File: src/rtl/deq_pkg.sv
// ----------------------------------------------------------------------------
// deq_pkg
// Shared types and sizes for the double-ended queue: word and command
// formats, cell-to-cell data and control, and the back-word select tree.
// ----------------------------------------------------------------------------
`timescale 1ns / 1ps
`default_nettype none

package deq_pkg;

    localparam int DEPTH      = 1024;
    localparam int WORD_W     = 32;
    localparam int CNT_W      = $clog2(DEPTH + 1);
    localparam int COUNT_W    = 11;
    localparam int GROUP_SIZE = 32;
    localparam int GROUP_CNT  = (DEPTH + GROUP_SIZE - 1) / GROUP_SIZE;

    typedef enum logic [1:0] {
        CMD_PUSH_FRONT = 2'd0,
        CMD_PUSH_BACK  = 2'd1,
        CMD_POP_FRONT  = 2'd2,
        CMD_POP_BACK   = 2'd3
    } t_cmd;

    typedef enum logic [1:0] {
        ST_DONE       = 2'd0,
        ST_POP_EMPTY  = 2'd1,
        ST_PUSH_FULL  = 2'd2
    } t_status;

    typedef struct packed {
        t_cmd               cmd;
        logic signed [31:0] value;
    } t_in_item;

    typedef struct packed {
        logic signed [31:0]   front_word;
        logic signed [31:0]   back_word;
        logic [COUNT_W-1:0]   count;
        logic                 is_empty;
        t_status              status;
    } t_out_item;

    // word held by one cell, with its occupancy flag
    typedef struct packed {
        logic                     valid;
        logic signed [WORD_W-1:0] word;
    } t_cell_data;

    // command broadcast to every cell of the row
    typedef struct packed {
        logic                     en;
        t_cmd                     cmd;
        logic signed [WORD_W-1:0] value;
    } t_cell_ctl;

endpackage

`default_nettype wire

File: src/rtl/deq_group.sv
// ----------------------------------------------------------------------------
// deq_group
// First level of the back-word select: registered OR over one group of
// cells, at most one of which offers a nonzero word.
// ----------------------------------------------------------------------------
`timescale 1ns / 1ps
`default_nettype none

module deq_group import deq_pkg::*; (
    input  wire logic                                i_clk,
    input  wire logic [GROUP_SIZE-1:0][WORD_W-1:0]   i_words,
    output logic [WORD_W-1:0]                        o_or
);

    logic [WORD_W-1:0] r_or;
    logic [WORD_W-1:0] n_or;

    always_comb begin
        n_or = '0;
        for (int k = 0; k < GROUP_SIZE; k++) begin
            n_or = n_or | i_words[k];
        end
    end

    always_ff @(posedge i_clk) begin
        r_or <= n_or;
    end

    assign o_or = r_or;

endmodule

`default_nettype wire

File: config.mk
export PLATFORM = sky130hd
export DESIGN_NAME = deq_group
export DESIGN_NICKNAME = d
export VERILOG_FILES = /design/src/rtl/deq_pkg.sv /design/src/rtl/deq_group.sv
export SDC_FILE = /design/constraint.sdc
export NUM_CORES = 1
export LEC_CHECK = 0
export BUFFER_PORTS_ARGS = -buffer_cell sky130_fd_sc_hd__buf_2
export CELL_PAD_IN_SITES_DETAIL_PLACEMENT = 2
export CELL_PAD_IN_SITES_GLOBAL_PLACEMENT = 2
export CORE_AREA = 4 4 405 407
export CTS_BUF_LIST = sky130_fd_sc_hd__clkbuf_2
export CTS_CLUSTER_DIAMETER = 100
export DETAILED_ROUTE_END_ITERATION = 10
export DIE_AREA = 0 0 409 411
export PLACE_DENSITY = 0.42
export REMOVE_ABC_BUFFERS = 1
export SETUP_SLACK_MARGIN = 0.2
export SYNTH_ARGS = -nofsm -noshare
export SYNTH_HDL_FRONTEND = slang
export SYNTH_SLANG_ARGS = --single-unit
File: constraint.sdc
create_clock -name i_clk -period 1.3 [get_ports i_clk]
set_input_delay 0.13 -clock i_clk [delete_from_list [all_inputs] [get_ports i_clk]]
set_output_delay 0.13 -clock i_clk [all_outputs]
set_load 0.05 [all_outputs]
==> metrics.csv, run 1 <==
metric,value,unit
ys.warnings.count,0,
post-dp-hpwl,82100,um
synth_top_cell_area_share,46.1,%
cts_made_buffers,5,
cts_resized,146,
die_x,409,um
cts_hold_buf,736,
error,[ERROR RSZ-0060] Max buffer count reached.,
rows,147,
syn_area,3040,um2
lastStage,clock tree synthesis (4_1_cts),
synth_top_cell_by_area,nor4_1,
placed_area,11600,um2
synth-seq-cells,32,
initial_core_util,1.90,%
synthTopCellsByCount,"224 x nor4_1, 64 x nand4_1, 32 x dfxtp_1, 32 x nor4_2, 32 x or2_1",
io_pins,1057,
die_height,411,um
async_flop_share,0,%
syn_area_per_cell,7.92,um2
synth_edf_count,0,
gp_congestion,0.918,
synthDistinctLibCells,5,
ys_seq_area_share,21.1,%
place_inst,3671,
htree_levels,2,
syn-instance-count,384,
synth.most_common_cell,nor4_1,
root_buffer,clkbuf_2,
ys.flop_type,dfxtp_1,
cts_sinks,32,
outcome,did not finish,
port_buffers,1056,
post_cts_buffers,0,
synth_area_leaders,"nor4_1 46%, dfxtp_1 21%, nand4_1 13%",
cts_max_path_buffers,2,
## per-stage QoR
stage	utilization (%)	worst slack (ns)
after detailed placement	7.25	-0.866
after global placement	7.24	-1.41
after floorplan	-	0.489
## cell families after synthesis
logic type       count (synthesis)  share of synthesized area, %
and+or+nand+nor                352                          78.9
DFF                             32                          21.1
==> inputs of run 2 (changes only) <==
- CELL_PAD_IN_SITES_DETAIL_PLACEMENT: 2 -> unset
- CELL_PAD_IN_SITES_GLOBAL_PLACEMENT: 2 -> unset
- CORE_AREA: 4 4 405 407 -> 4 4 406 408
- CTS_BUF_LIST: sky130_fd_sc_hd__clkbuf_2 -> unset
- CTS_CLUSTER_DIAMETER: 100 -> unset
- DIE_AREA: 0 0 409 411 -> 0 0 410 412
- PLACE_DENSITY: 0.42 -> unset
- PLACE_DENSITY_LB_ADDON: unset -> 0.15
- SETUP_SLACK_MARGIN: 0.2 -> unset
==> run 2 against run 1 <==
Compared with the run above:
- the flow now finishes without violations
- synthesized cell count unchanged
- area after synthesis unchanged
==> metrics.csv, run 2 <==
metric,value,unit
startpoint_type,input port,
largest_register_ffs,32,
grt_pass1_vias,9290,
ys.flop_type,dfxtp_1,
rsz0062_at_grt,false,
nNetsFinal,2538,
period_share,96.2,%
drcViolationCount,0,
critPathLaunch,i_words[778],
synth-seq-cells,32,
finalWirelength,85600,um
grt_util_all_layers,9.42,%
post_cts_buffers,0,
grt.overflow.total,0,
hold_end,o_or[22],
cts_sinks,32,
dieArea,169000,um2
die_x,410,um
synth_top_cell_by_area,nor4_1,
multi_input_area,2480,um2
worst_path_max_delay_cell,nor4_4,
rows,148,
drt-initial-drc-count,350,
grt_start_max_net_pins,11,
grt.busiest_layer,met2,
ir_worst_vdd,0.462,mV
arrival,1.48,ns
worstHoldPathType,in2reg,
synth_edf_count,0,
area_delta_synth_final,290,%
outcome,"finished, final reports clean",
root_buffer,clkbuf_16,
via_per_inst,2.41,
use_met1,10.2,%
required,1.53,ns
cp_top_family,simple AND/OR/NAND/NOR gates,
post-dp-hpwl,82600,um
report.final.slew_viol_count,0,
worst_pin_slew,0.714,ns
utilization,7.34,%
worstPathMaxFanout,1,
coreArea,162000,um2
cpPeakStageDelay,0.50,ns
power-per-cell-area,393,nW/um2
path_clk_slew,0.09,ns
max_freq,0.799,GHz
end_kind,register,
cp_num_buf_inv,1,
syn_area_per_cell,7.92,um2
grtUsageMet3,3.51,%
post_drt_wl_per_cell,23.1,um
pre_cts_ws,-1.14,ns
p_total,0.00467,W
cts_made_buffers,5,
htree_levels,2,
max-slew-margin-rel,52.0,%
p_leak,4.96,nW
fill_cells,19293,
drive_gt1_share,77.4,%
period_minus_slack,1.25,ns
final_common_cell,buf_2,
cts_tree,built,
finalHoldViolCount,0,
crit_chain,"buf_2, nor4_4, nand4_1, or2_1",
synthDistinctLibCells,5,
ys_seq_area_share,21.1,%
syn_area,3040,um2
regArea,642,um2
die_height,412,um
min-delay-start,i_words[758],
async_flop_share,0,%
grt.met2_usage,17.9,%
port_buffers,1056,
grt_pass1_wl,101000,um
cts_max_path_buffers,2,
cap_violations,0,
synth.most_common_cell,nor4_1,
antenna_found_initial,122,
initial_core_util,1.88,%
vias,8932,
min_delay_path_depth,4,
worst_slack,0.0491,ns
synthTopCellsByCount,"224 x nor4_1, 64 x nand4_1, 32 x dfxtp_1, 32 x nor4_2, 32 x or2_1",
setup_violations,0,
gp_congestion,0.863,
io_pins,1057,
ys.warnings.count,0,
path_class,in2reg,
synth_area_leaders,"nor4_1 46%, dfxtp_1 21%, nand4_1 13%",
layout_common_cells,"1051 x buf_2, 215 x nor4_1, 67 x buf_4",
synth_top_cell_area_share,46.1,%
ant_nets,0,
dr.pass1.iters,4,
syn-instance-count,384,
## run 2: cell counts after synthesis
Identical to the previous run, type by type.
## run 2: kinds of logic after synthesis
logic type	after synthesis	share of synthesized area (%)
flip-flops	32	21.1
AND/OR/NAND/NOR	352	78.9
## run 2: final cells by class
class	instances	area share (%)
sequential	32	5.41
clock buffer	6	1.17
clock inverter	2	0.0843
antenna	20	0.422
timing repair buffer	1122	49.1
multi-input combinational	352	20.9
tap	2175	22.9
## run 2: power breakdown
| group | leakage (nW) | internal [W] | switching (W) |
|---|---|---|---|
| Combinational | 4.62 | 0.00123 | 0.000845 |
| Clock | 0.0768 | 0.000769 | 0.000842 |
| Sequential | 0.259 | 0.000979 | 0.000000000000413 |
## run 2: worst max path at each step
stage	endpoint	slack [ns]	cells after the start
6_report	o_or[10]	0.05	4
5_1_grt	o_or[9]	0.03	5
4_1_cts	o_or[10]	-0.02	4
3_5_place_dp	o_or[10]	-1.14	4
3_3_place_gp	o_or[27]	-1.14	4
2_1_floorplan	o_or[0]	0.49	3
## run 2: repair_timing
action | CTS | global route
gates resized for setup | 15 | 0
hold buffers | 0 | 0
setup endpoints to repair | 8 | 0
endpoints found under the hold margin | 0 | 0
## run 2: per-stage QoR
| stage | instances | TNS, ns | hold slack, ns | cell area (um2) |
|---|---|---|---|---|
| floorplan | 384 | 0 | 0.303 | 3040 |
| global placement | 3681 | -6.50 | 0.424 | 11600 |
| detailed placement | 3681 | -6.59 | 0.418 | 11600 |
| CTS | 3689 | -0.0195 | 0.0192 | 11800 |
| global route | 3691 | 0 | 0.0503 | 11800 |
| finish | 3709 | 0 | 0.0680 | 11900 |
## run 2: layer usage
layer,share of wire [%],vias up
met4,1.6,48
met1,36,3971
li1,-,4080
met3,9.1,179
met5,0.36,-
met2,53,654
Power figures use the tool's default switching activity.
