$ cat src/rtl/deq_pkg.sv
// ----------------------------------------------------------------------------
// deq_pkg
// Shared types and sizes for the double-ended queue: word and command
// formats, cell-to-cell data and control, and the back-word select tree.
// ----------------------------------------------------------------------------
`timescale 1ns / 1ps
`default_nettype none

package deq_pkg;

    localparam int DEPTH      = 1024;
    localparam int WORD_W     = 32;
    localparam int CNT_W      = $clog2(DEPTH + 1);
    localparam int COUNT_W    = 11;
    localparam int GROUP_SIZE = 32;
    localparam int GROUP_CNT  = (DEPTH + GROUP_SIZE - 1) / GROUP_SIZE;

    typedef enum logic [1:0] {
        CMD_PUSH_FRONT = 2'd0,
        CMD_PUSH_BACK  = 2'd1,
        CMD_POP_FRONT  = 2'd2,
        CMD_POP_BACK   = 2'd3
    } t_cmd;

    typedef enum logic [1:0] {
        ST_DONE       = 2'd0,
        ST_POP_EMPTY  = 2'd1,
        ST_PUSH_FULL  = 2'd2
    } t_status;

    typedef struct packed {
        t_cmd               cmd;
        logic signed [31:0] value;
    } t_in_item;

    typedef struct packed {
        logic signed [31:0]   front_word;
        logic signed [31:0]   back_word;
        logic [COUNT_W-1:0]   count;
        logic                 is_empty;
        t_status              status;
    } t_out_item;

    // word held by one cell, with its occupancy flag
    typedef struct packed {
        logic                     valid;
        logic signed [WORD_W-1:0] word;
    } t_cell_data;

    // command broadcast to every cell of the row
    typedef struct packed {
        logic                     en;
        t_cmd                     cmd;
        logic signed [WORD_W-1:0] value;
    } t_cell_ctl;

endpackage

`default_nettype wire

$ cat src/rtl/deq_cell.sv
// ----------------------------------------------------------------------------
// deq_cell
// One position of the queue row. Shifts toward the back on a front push,
// toward the front on a front pop, and acts locally at the back boundary.
// ----------------------------------------------------------------------------
`timescale 1ns / 1ps
`default_nettype none

module deq_cell import deq_pkg::*; (
    input  wire logic                     i_clk,
    input  wire logic                     i_rst_n,
    input  wire t_cell_ctl                i_ctl,
    input  wire t_cell_data               i_left,
    input  wire t_cell_data               i_right,
    output t_cell_data                    o_data,
    output logic signed [WORD_W-1:0]      o_last_word
);

    logic                     r_valid;
    logic signed [WORD_W-1:0] r_word;
    logic                     n_valid;
    logic signed [WORD_W-1:0] n_word;

    always_comb begin
        n_valid = r_valid;
        n_word  = r_word;
        if (i_ctl.en) begin
            case (i_ctl.cmd)
                CMD_PUSH_FRONT: begin
                    n_valid = i_left.valid;
                    n_word  = i_left.word;
                end
                CMD_PUSH_BACK: begin
                    // first empty cell takes the word
                    if (!r_valid && i_left.valid) begin
                        n_valid = 1'b1;
                        n_word  = i_ctl.value;
                    end
                end
                CMD_POP_FRONT: begin
                    n_valid = i_right.valid;
                    n_word  = i_right.word;
                end
                CMD_POP_BACK: begin
                    if (r_valid && !i_right.valid) begin
                        n_valid = 1'b0;
                    end
                end
                default: begin
                    n_valid = r_valid;
                end
            endcase
        end
    end

    always_ff @(posedge i_clk) begin
        if (!i_rst_n) begin
            r_valid <= 1'b0;
        end else begin
            r_valid <= n_valid;
        end
    end

    always_ff @(posedge i_clk) begin
        r_word <= n_word;
    end

    assign o_data.valid = r_valid;
    assign o_data.word  = r_word;

    // only the last occupied cell offers its word to the back select
    assign o_last_word = (r_valid && !i_right.valid) ? r_word : '0;

endmodule

`default_nettype wire

$ cat config.mk
export PLATFORM = sky130hd
export DESIGN_NAME = deq_cell
export DESIGN_NICKNAME = d
export VERILOG_FILES = /design/src/rtl/deq_pkg.sv /design/src/rtl/deq_cell.sv
export SDC_FILE = /design/constraint.sdc
export NUM_CORES = 1
export LEC_CHECK = 0
export BUFFER_PORTS_ARGS = -buffer_cell sky130_fd_sc_hd__buf_2
export CORE_MARGIN = 3
export CORE_UTILIZATION = 38
export DETAILED_ROUTE_END_ITERATION = 10
export PLACE_DENSITY = 0.9
export REMOVE_ABC_BUFFERS = 1
export SLEW_MARGIN = 40
export SYNTH_ARGS = -nofsm -noshare
export SYNTH_HDL_FRONTEND = slang
export SYNTH_SLANG_ARGS = --single-unit
$ cat constraint.sdc
create_clock -name i_clk -period 2.65 [get_ports i_clk]
set_input_delay 0.265 -clock i_clk [delete_from_list [all_inputs] [get_ports i_clk]]
set_output_delay 0.265 -clock i_clk [all_outputs]
set_load 0.03 [all_outputs]
=== Word level (Yosys, flattened, before mapping) ===
Cells that the tools add are included.

* Latch bits: 0
* Input port bits: 103
* Bits in read-only memories: 0
* Memories kept: 0
* Register bits after elaboration: 33
* Memory bits (writable): 0
* Output and inout port bits: 65

* Mux-type cells: 6
* Multipliers: 0
* Divide/modulo/power cells: 0
* Reductions and logical operators: 8
* Bitwise gates (word level): 0
* Shifts and indexed selects: 0
* Equality and inequality tests: 5
* Magnitude comparators: 0
* $add $sub $neg: 0

{| class="wikitable"
|+ Operators by type and width
! cell !! number
|-
| case mux 32 bit (3 select lines) || 1
|-
| 2-to-1 mux 32 bit || 2
|-
| AND reduction 3 bit || 2
|-
| == test 2 bit, second input constant || 2
|-
| != test 2 bit, second input constant || 2
|-
| case mux 1 bit (4 select lines) || 1
|-
| nonzero test 3 bit || 1
|-
| == test 2 x 1 -> 1 bit, second input constant || 1
|-
| logical AND 1 bit || 2
|-
| logical NOT 1 bit || 2
|-
| logical NOT 2 bit || 1
|-
| 2-to-1 mux 1 bit || 2
|}

=== Longest topological paths before layout ===
Gate-level depths: netlist of the first run.

* Depth in word-level cells: 4
* Mapped depth: 7
* Mapped depth without buffers: 6

=== Worst setup path before layout of the first run ===
Ideal clock, no wire load.

* Kind: input port to flip-flop
* From: in i_ctl[33] (netlist name)
* To: reg r_word[0] (enable)
* Setup time: 0.392 ns
* Required time: 2.258 ns
* Buffers on the path: 0
* Setup slack: 0.759 ns
* Arrival: 1.499 ns
* Cell stages on the path: 4
* Cells stage by stage: inv_1 ha_1 o21ai_0 and3b_1

* Longest elaborated chain between the ends: 3
* Elaborated cells on any way between the ends: 6
* Classes of those cells: 3 x eq/ne; 3 x reduce/logical

{| class="wikitable"
|+ RTL lines
! element !! RTL line !! RTL
|-
| start, declared || deq_cell.sv:12 || <nowiki>input wire t_cell_ctl i_ctl,</nowiki>
|-
| == test 2 x 1 -> 1 bit (tied with other cells) || deq_cell.sv:28 || <nowiki>case (i_ctl.cmd)</nowiki>
|-
| != test 2 bit (no line) or nonzero test 3 bit (tied branches) || n/a ||
|-
| AND reduction 3 bit (no line) * || n/a ||
|-
| end signal, assigned || deq_cell.sv:65 || <nowiki>r_word <= n_word;</nowiki>
|-
| end, declared || deq_cell.sv:20 || <nowiki>logic signed [WORD_W-1:0] r_word;</nowiki>
|}

Mark *: on every way between the ends. The rest lies on a longest branch, timed or not.
A chain may end at the register's enable or synchronous reset.

=== Final worst setup path of the first run ===
* From: reg r_valid
* To: out o_last_word[16]

* Longest elaborated chain between the ends: 2

{| class="wikitable"
|+ RTL lines
! element !! RTL line !! RTL
|-
| start, declared || deq_cell.sv:19 || <nowiki>logic r_valid;</nowiki>
|-
| start signal, assigned || deq_cell.sv:60 || <nowiki>r_valid <= n_valid;</nowiki>
|-
| logical AND 1 bit || deq_cell.sv:72 || <nowiki>assign o_last_word = (r_valid && !i_right.valid) ? r_word : '0;</nowiki>
|-
| 2-to-1 mux 32 bit || deq_cell.sv:72 ||
|-
| end, declared || deq_cell.sv:16 || <nowiki>output logic signed [WORD_W-1:0] o_last_word</nowiki>
|}

Every way passes these cells.

==> metrics, run 1 <==
PortBufs=167; Tcrit/Tclk final=0.715; Gate power share=0.292; Via Count=2,088; Final min period=1.89 ns; Psw=0.448 mW; post-synthesis mux area share=0.00511; pwr dens=488 nW/um^2; largest net degree at the start of global routing=37; final setup fails=0; P&R area growth vs syn=48.3%; cell with the largest stage delay on the worst path=nor2b_4; drt first pass iters=4; Hold WC Path Type=in2reg; final hold violation count=0; CTS tree=yes; Int Power=0.968 mW; CTS root buf=clkbuf_8; status=complete, no violations; CTS H-Tree Depth=2; die width=77.8 microns; worst path cell trace=nor2b_4 > and2_1 > buf_2; Netlist cell types=19; Post-DP Area=2830 sq um; global route hottest layer=met2; Syn Area/Cell=9.84 sq um; 1st-iter DRT viols=62; CP Class=reg2out; core area=4850 sq um; largest family of logic cells by synthesized area=compound AO/OA/AOI/OAI gates; Ys Warns=0; GR Util met3=0.0476; Synth Instances=199; Hold-fix buffers, CTS=0; most frequent cells in the layout=buf_2, a21oi_1, a22oi_1, nor2_1, edfxtp_1; Critical Path AT=1.63 ns; gr usage total=0.182; register area=981 sq um; Die Area=6050 sq um; first-pass GRT wire length=8850 microns; Switching Share=0.316; f_max=528 MHz; met1 usage in global routing=0.199; Multi-input gate area=885 sq um; max incr delay on CP=0.54 ns; Compound-Gate Fraction of Synth Area=0.220; Fillers=416; Routed Antenna Nets=0; FP Rows=25; drt drc=0; Ant. Diodes=0; simple-gate share of the synthesized area=0.185; commonest non-fill, non-tap cell in the layout=buf_2; layout cells sized above 1=0.507; LEAKAGE=1.43 nW; CP startpoint kind=flop; Die H=77.8 microns; CTS Sinks=33; post-route cell area=2900 sq um; Netlist Area Pre-Place=1960 sq um; sequential power share=0.463; setup TNS=0 ns; postcts setup bufs=0; Max Cap Viol=0; Worst setup EP type=output pin; Starting Density=0.404; met2 Track Usage GR=0.336; skew final=0.00379 ns; Placer Congestion=0.735; XOR/XNOR Fraction of Synth Area=0; worst vdd ir=0.284 mV; vias per cell=4.92; Worst Path Max Fanout=33; slew margin rel.=0.566; initial antenna violation count=0; Total Wirelength=5930 microns; remaining global-route overflow=0; clk_lat worst skew=0.28 ns; I/O pin count=168; net count of the finished layout=466; Final Max Tran Viols=0; TritonCTS Buffers=5; CTS Buffer Depth=2; Seq cells post-synth=33; vias in the first global route=1,916; sequential area share after synthesis=0.501; post_cts resized=0; Worst Path Required=2.38 ns; Tightest Pin Transition=0.651 ns; adder-cell share of the synthesized area=0.0383; Routed WL per cell=14.0 microns; RSZ-0062 raised after global routing=no; Clock Pin Slew Worst Setup and Hold Paths=0.06 ns; clock power share=0.245; post-DP HPWL=4470 microns
## worst paths after layout
kind,from,endpoint,slack (ns),depth (start not counted)
hold / removal,i_rst_n,r_valid,0.25,3
setup / recovery,r_valid,o_last_word[16],0.76,3
hold reg to reg,r_valid,r_valid,0.50,2
setup reg to reg,r_valid,r_word[15],1.10,3
## worst max-delay path: cells and delay by family (launching register included)
kind                   cells  cell delay [ns]
buffers and inverters      1             0.20
DFF                        1             0.36
and+or+nand+nor            2             0.78
## through the flow
stage	power [mW]	util	hold WS, ns	cells	setup slack, ns
2_1_floorplan	0.909	-	0.404	181	0.692
3_3_place_gp	1.07	0.582	0.482	417	0.639
3_5_place_dp	1.08	0.583	0.492	417	0.886
4_1_cts	1.43	0.599	0.246	424	0.717
5_1_grt	1.49	0.599	0.268	424	0.590
6_report	1.42	0.599	0.253	424	0.757
## sequential cells by signal (all words and copies together) (netlist names)
register and count:
r_valid 1, r_word 32
## cells in the mapped netlist
master	number	area share
o21ai_0	1	0.0026
dfxtp_1	1	0.010
buf_4	1	0.0038
a22oi_1	32	0.12
nand2_1	2	0.0038
a211oi_1	1	0.0038
ha_1	6	0.038
clkbuf_1	6	0.012
nor2_1	32	0.061
and3b_1	2	0.0089
edfxtp_1	32	0.49
inv_1	4	0.0077
nor2b_4	1	0.0070
a31oi_2	1	0.0064
buf_2	11	0.028
a21oi_1	33	0.084
and2_1	30	0.096
mux2i_1	1	0.0051
and2_2	2	0.0077
## power groups by stage
stage          combinational [mW]  clock (mW)  sequential [mW]
5_1_grt                     0.447       0.380            0.662
3_3_place_gp                0.404           0            0.664
2_1_floorplan               0.158           0            0.751
3_5_place_dp                0.416           0            0.667
4_1_cts                     0.416       0.359            0.656
6_report                    0.413       0.348            0.656
## cell families after synthesis
| logic type | count (synthesis) |
|---|---|
| mux | 1 |
| simple gates | 69 |
| flops | 33 |
| fa+ha+maj | 6 |
| compound gates | 68 |
| buf+inv | 22 |
## per-layer routing
metal | wire [microns] | vias up
met3 | 509 | 7
met1 | 2160 | 942
met5 | 0 | -
met2 | 3190 | 109
li1 | - | 1030
met4 | 74 | 0
## final cells by class
class,count,share of cell area
Clock buffer,6,0.0250
Tap cell,67,0.0289
Sequential cell,33,0.338
Multi-Input combinational cell,144,0.305
Inverter,4,0.00517
Timing Repair Buffer,169,0.297
Clock inverter,1,0.00129
Note: power is estimated with default switching activity, not from simulation.
==> inputs of run 2 (changes only) <==
--- a/config.mk
+++ b/config.mk
@@ -5,11 +5,12 @@
 export SDC_FILE = /design/constraint.sdc
 export NUM_CORES = 1
 export LEC_CHECK = 0
+export ABC_AREA = 1
 export BUFFER_PORTS_ARGS = -buffer_cell sky130_fd_sc_hd__buf_2
 export CORE_MARGIN = 3
-export CORE_UTILIZATION = 38
+export CORE_UTILIZATION = 36
 export DETAILED_ROUTE_END_ITERATION = 10
-export PLACE_DENSITY = 0.9
+export PLACE_DENSITY = 0.87
 export REMOVE_ABC_BUFFERS = 1
 export SLEW_MARGIN = 40
 export SYNTH_ARGS = -nofsm -noshare
==> constraint.sdc (replaced) <==
create_clock -name i_clk -period 1.7 [get_ports i_clk]
set_input_delay 0.17 -clock i_clk [delete_from_list [all_inputs] [get_ports i_clk]]
set_output_delay 0.17 -clock i_clk [all_outputs]
set_load 0.03 [all_outputs]
==> run 2 against run 1 <==
Effect of this change:
- global-route usage is 1.1 points lower
- largest power group unchanged
- synthesized cell count up 35%
- total power up 73%
- highest routed layer unchanged
- critical path type unchanged
- clock power up 110%
- sequential power rose by 57%
==> metrics, run 2 <==
Synth top cells by count=nand2_1, nor2_1, inv_1, edfxtp_1, a31oi_1; gr usage total=0.171; drt drc=0; biggest regs=r_word: 32 flops, r_valid: 1 flops; vias in the first global route=1,990; Worst Path Required=1.53 ns; slew margin rel.=0.757; CTS tree=yes; f_max=687 MHz; Synth area leaders=edfxtp_1, nand2_1, nor2_1, a31oi_1, inv_1; pwr dens=794 nW/um^2; Routed Antenna Nets=0; FP Rows=27; status=complete, no violations; most frequent cells in the layout=buf_2, nand2_1, nor2_1; layout cells sized above 1=0.435; post-synthesis mux area share=0; Total Wirelength=6110 microns; Worst setup EP type=output pin; largest net degree at the start of global routing=41; CTS Sinks=33; Seq cells post-synth=33; Multi-input gate area=856 sq um; PortBufs=167; Synth Instances=268; Die Area=6840 sq um; Netlist Area Pre-Place=2120 sq um; CP Class=reg2out; CP startpoint kind=flop; Hold-fix buffers, CTS=0; drt first pass iters=6; Reg with most FFs=r_word; Placer Congestion=0.741; worst setup path start=r_valid; sequential area share after synthesis=0.463; XOR/XNOR Fraction of Synth Area=0; first-pass GRT wire length=8850 microns; setup TNS=0 ns; Ys Warns=0; postcts setup bufs=0; Netlist cell types=15; RSZ-0062 raised after global routing=no; vias per cell=4.62; Via Count=2,329; worst vdd ir=0.448 mV; Compound-Gate Fraction of Synth Area=0.110; Hold WC Path Type=in2reg; 1st-iter DRT viols=98; Hold Crit Start=i_rst_n; register area=981 sq um; Tightest Pin Transition=0.365 ns; I/O pin count=168; remaining global-route overflow=0; Final Max Tran Viols=0; met2 wire length=3190 microns; TritonCTS Buffers=5; Starting Density=0.378; top-area cell type share of the netlist area=0.453; P&R area growth vs syn=45.6%; Worst Path Max Fanout=33; LEAKAGE=1.65 nW; Die H=82.7 microns; Critical Path AT=1.28 ns; die width=82.7 microns; post-DP HPWL=4850 microns; Post-synth EDFFs=32; Fillers=543; met3 WL post-DR=573 microns; final setup fails=0; clk_lat worst skew=0.28 ns; Metal-1 WL=2230 microns; CTS root buf=clkbuf_8; Tcrit/Tclk final=0.856; Max Cap Viol=0; core area=5610 sq um; count leader, synth=nand2_1; Post-synth ARST share=0; CTS H-Tree Depth=2; Reg2Reg Launch Point=r_valid; DR top layer=met4; simple-gate share of the synthesized area=0.251; ys flop type=edfxtp_1; largest family of logic cells by synthesized area=simple AND/OR/NAND/NOR gates; net count of the finished layout=540; commonest non-fill, non-tap cell in the layout=buf_2; top cell type by total area after synthesis=edfxtp_1; final hold violation count=0; Routed WL per cell=12.1 microns; Final min period=1.45 ns; post_cts resized=0; adder-cell share of the synthesized area=0.0354; Ant. Diodes=0; CTS Buffer Depth=2; Syn Area/Cell=7.91 sq um; max reg flops=32; initial antenna violation count=0; skew final=0.00472 ns; Clock Pin Slew Worst Setup and Hold Paths=0.07 ns; Pwr Total=2.45 mW
==> run 2: metrics by stage <==
step / std cells / utilization / area (sq um) / hold WS, ns / setup WS [ns]
2_1_floorplan: 250 / - / 1960 / 0.290 / -0.754
3_3_place_gp: 496 / 0.530 / 2970 / 0.392 / 0.353
3_5_place_dp: 496 / 0.530 / 2970 / 0.403 / 0.279
4_1_cts: 504 / 0.549 / 3080 / 0.0993 / 0.0499
5_1_grt: 504 / 0.550 / 3090 / 0.116 / 0.110
6_report: 504 / 0.550 / 3090 / 0.111 / 0.245
==> run 2: worst paths after layout <==
check,to,slack [ns],depth (start not counted)
min reg2reg,r_valid,0.59,4
max reg2reg,r_word[12],0.44,6
min,r_valid,0.11,3
max,o_last_word[25],0.25,3
==> run 2: cell families after synthesis <==
group,Yosys count
compound gates,33
fa+ha+maj,6
buf+inv,55
flops,33
simple gates,141
==> run 2: power by group <==
group          switching (mW)  total (mW)  internal [mW]  leakage, nW
Combinational           0.448       0.709          0.261         1.28
Clock                   0.282       0.714          0.433       0.0528
Sequential             0.0350        1.03          0.992        0.314
==> run 2: area by class of cell <==
type                            instances  area share
Timing Repair Buffer                  174       0.296
Clock buffer                            6      0.0235
Clock inverter                          2      0.0109
Tap cell                               72      0.0292
Inverter                               37      0.0450
Sequential cell                        33       0.318
Multi-Input combinational cell        180       0.277
==> run 2: worst max-delay path, stage by stage, from the launching register on <==
cell	delay (ns)
dfxtp_1	0.39
nand2_4	0.23
nor2_1	0.16
buf_2	0.21
==> run 2: layer usage <==
metal / global-route usage / vias up
li1: - / 1175
met1: 0.182 / 1036
met2: 0.316 / 107
met3: 0.0466 / 11
met4: 0.0686 / 0
met5: 0 / -
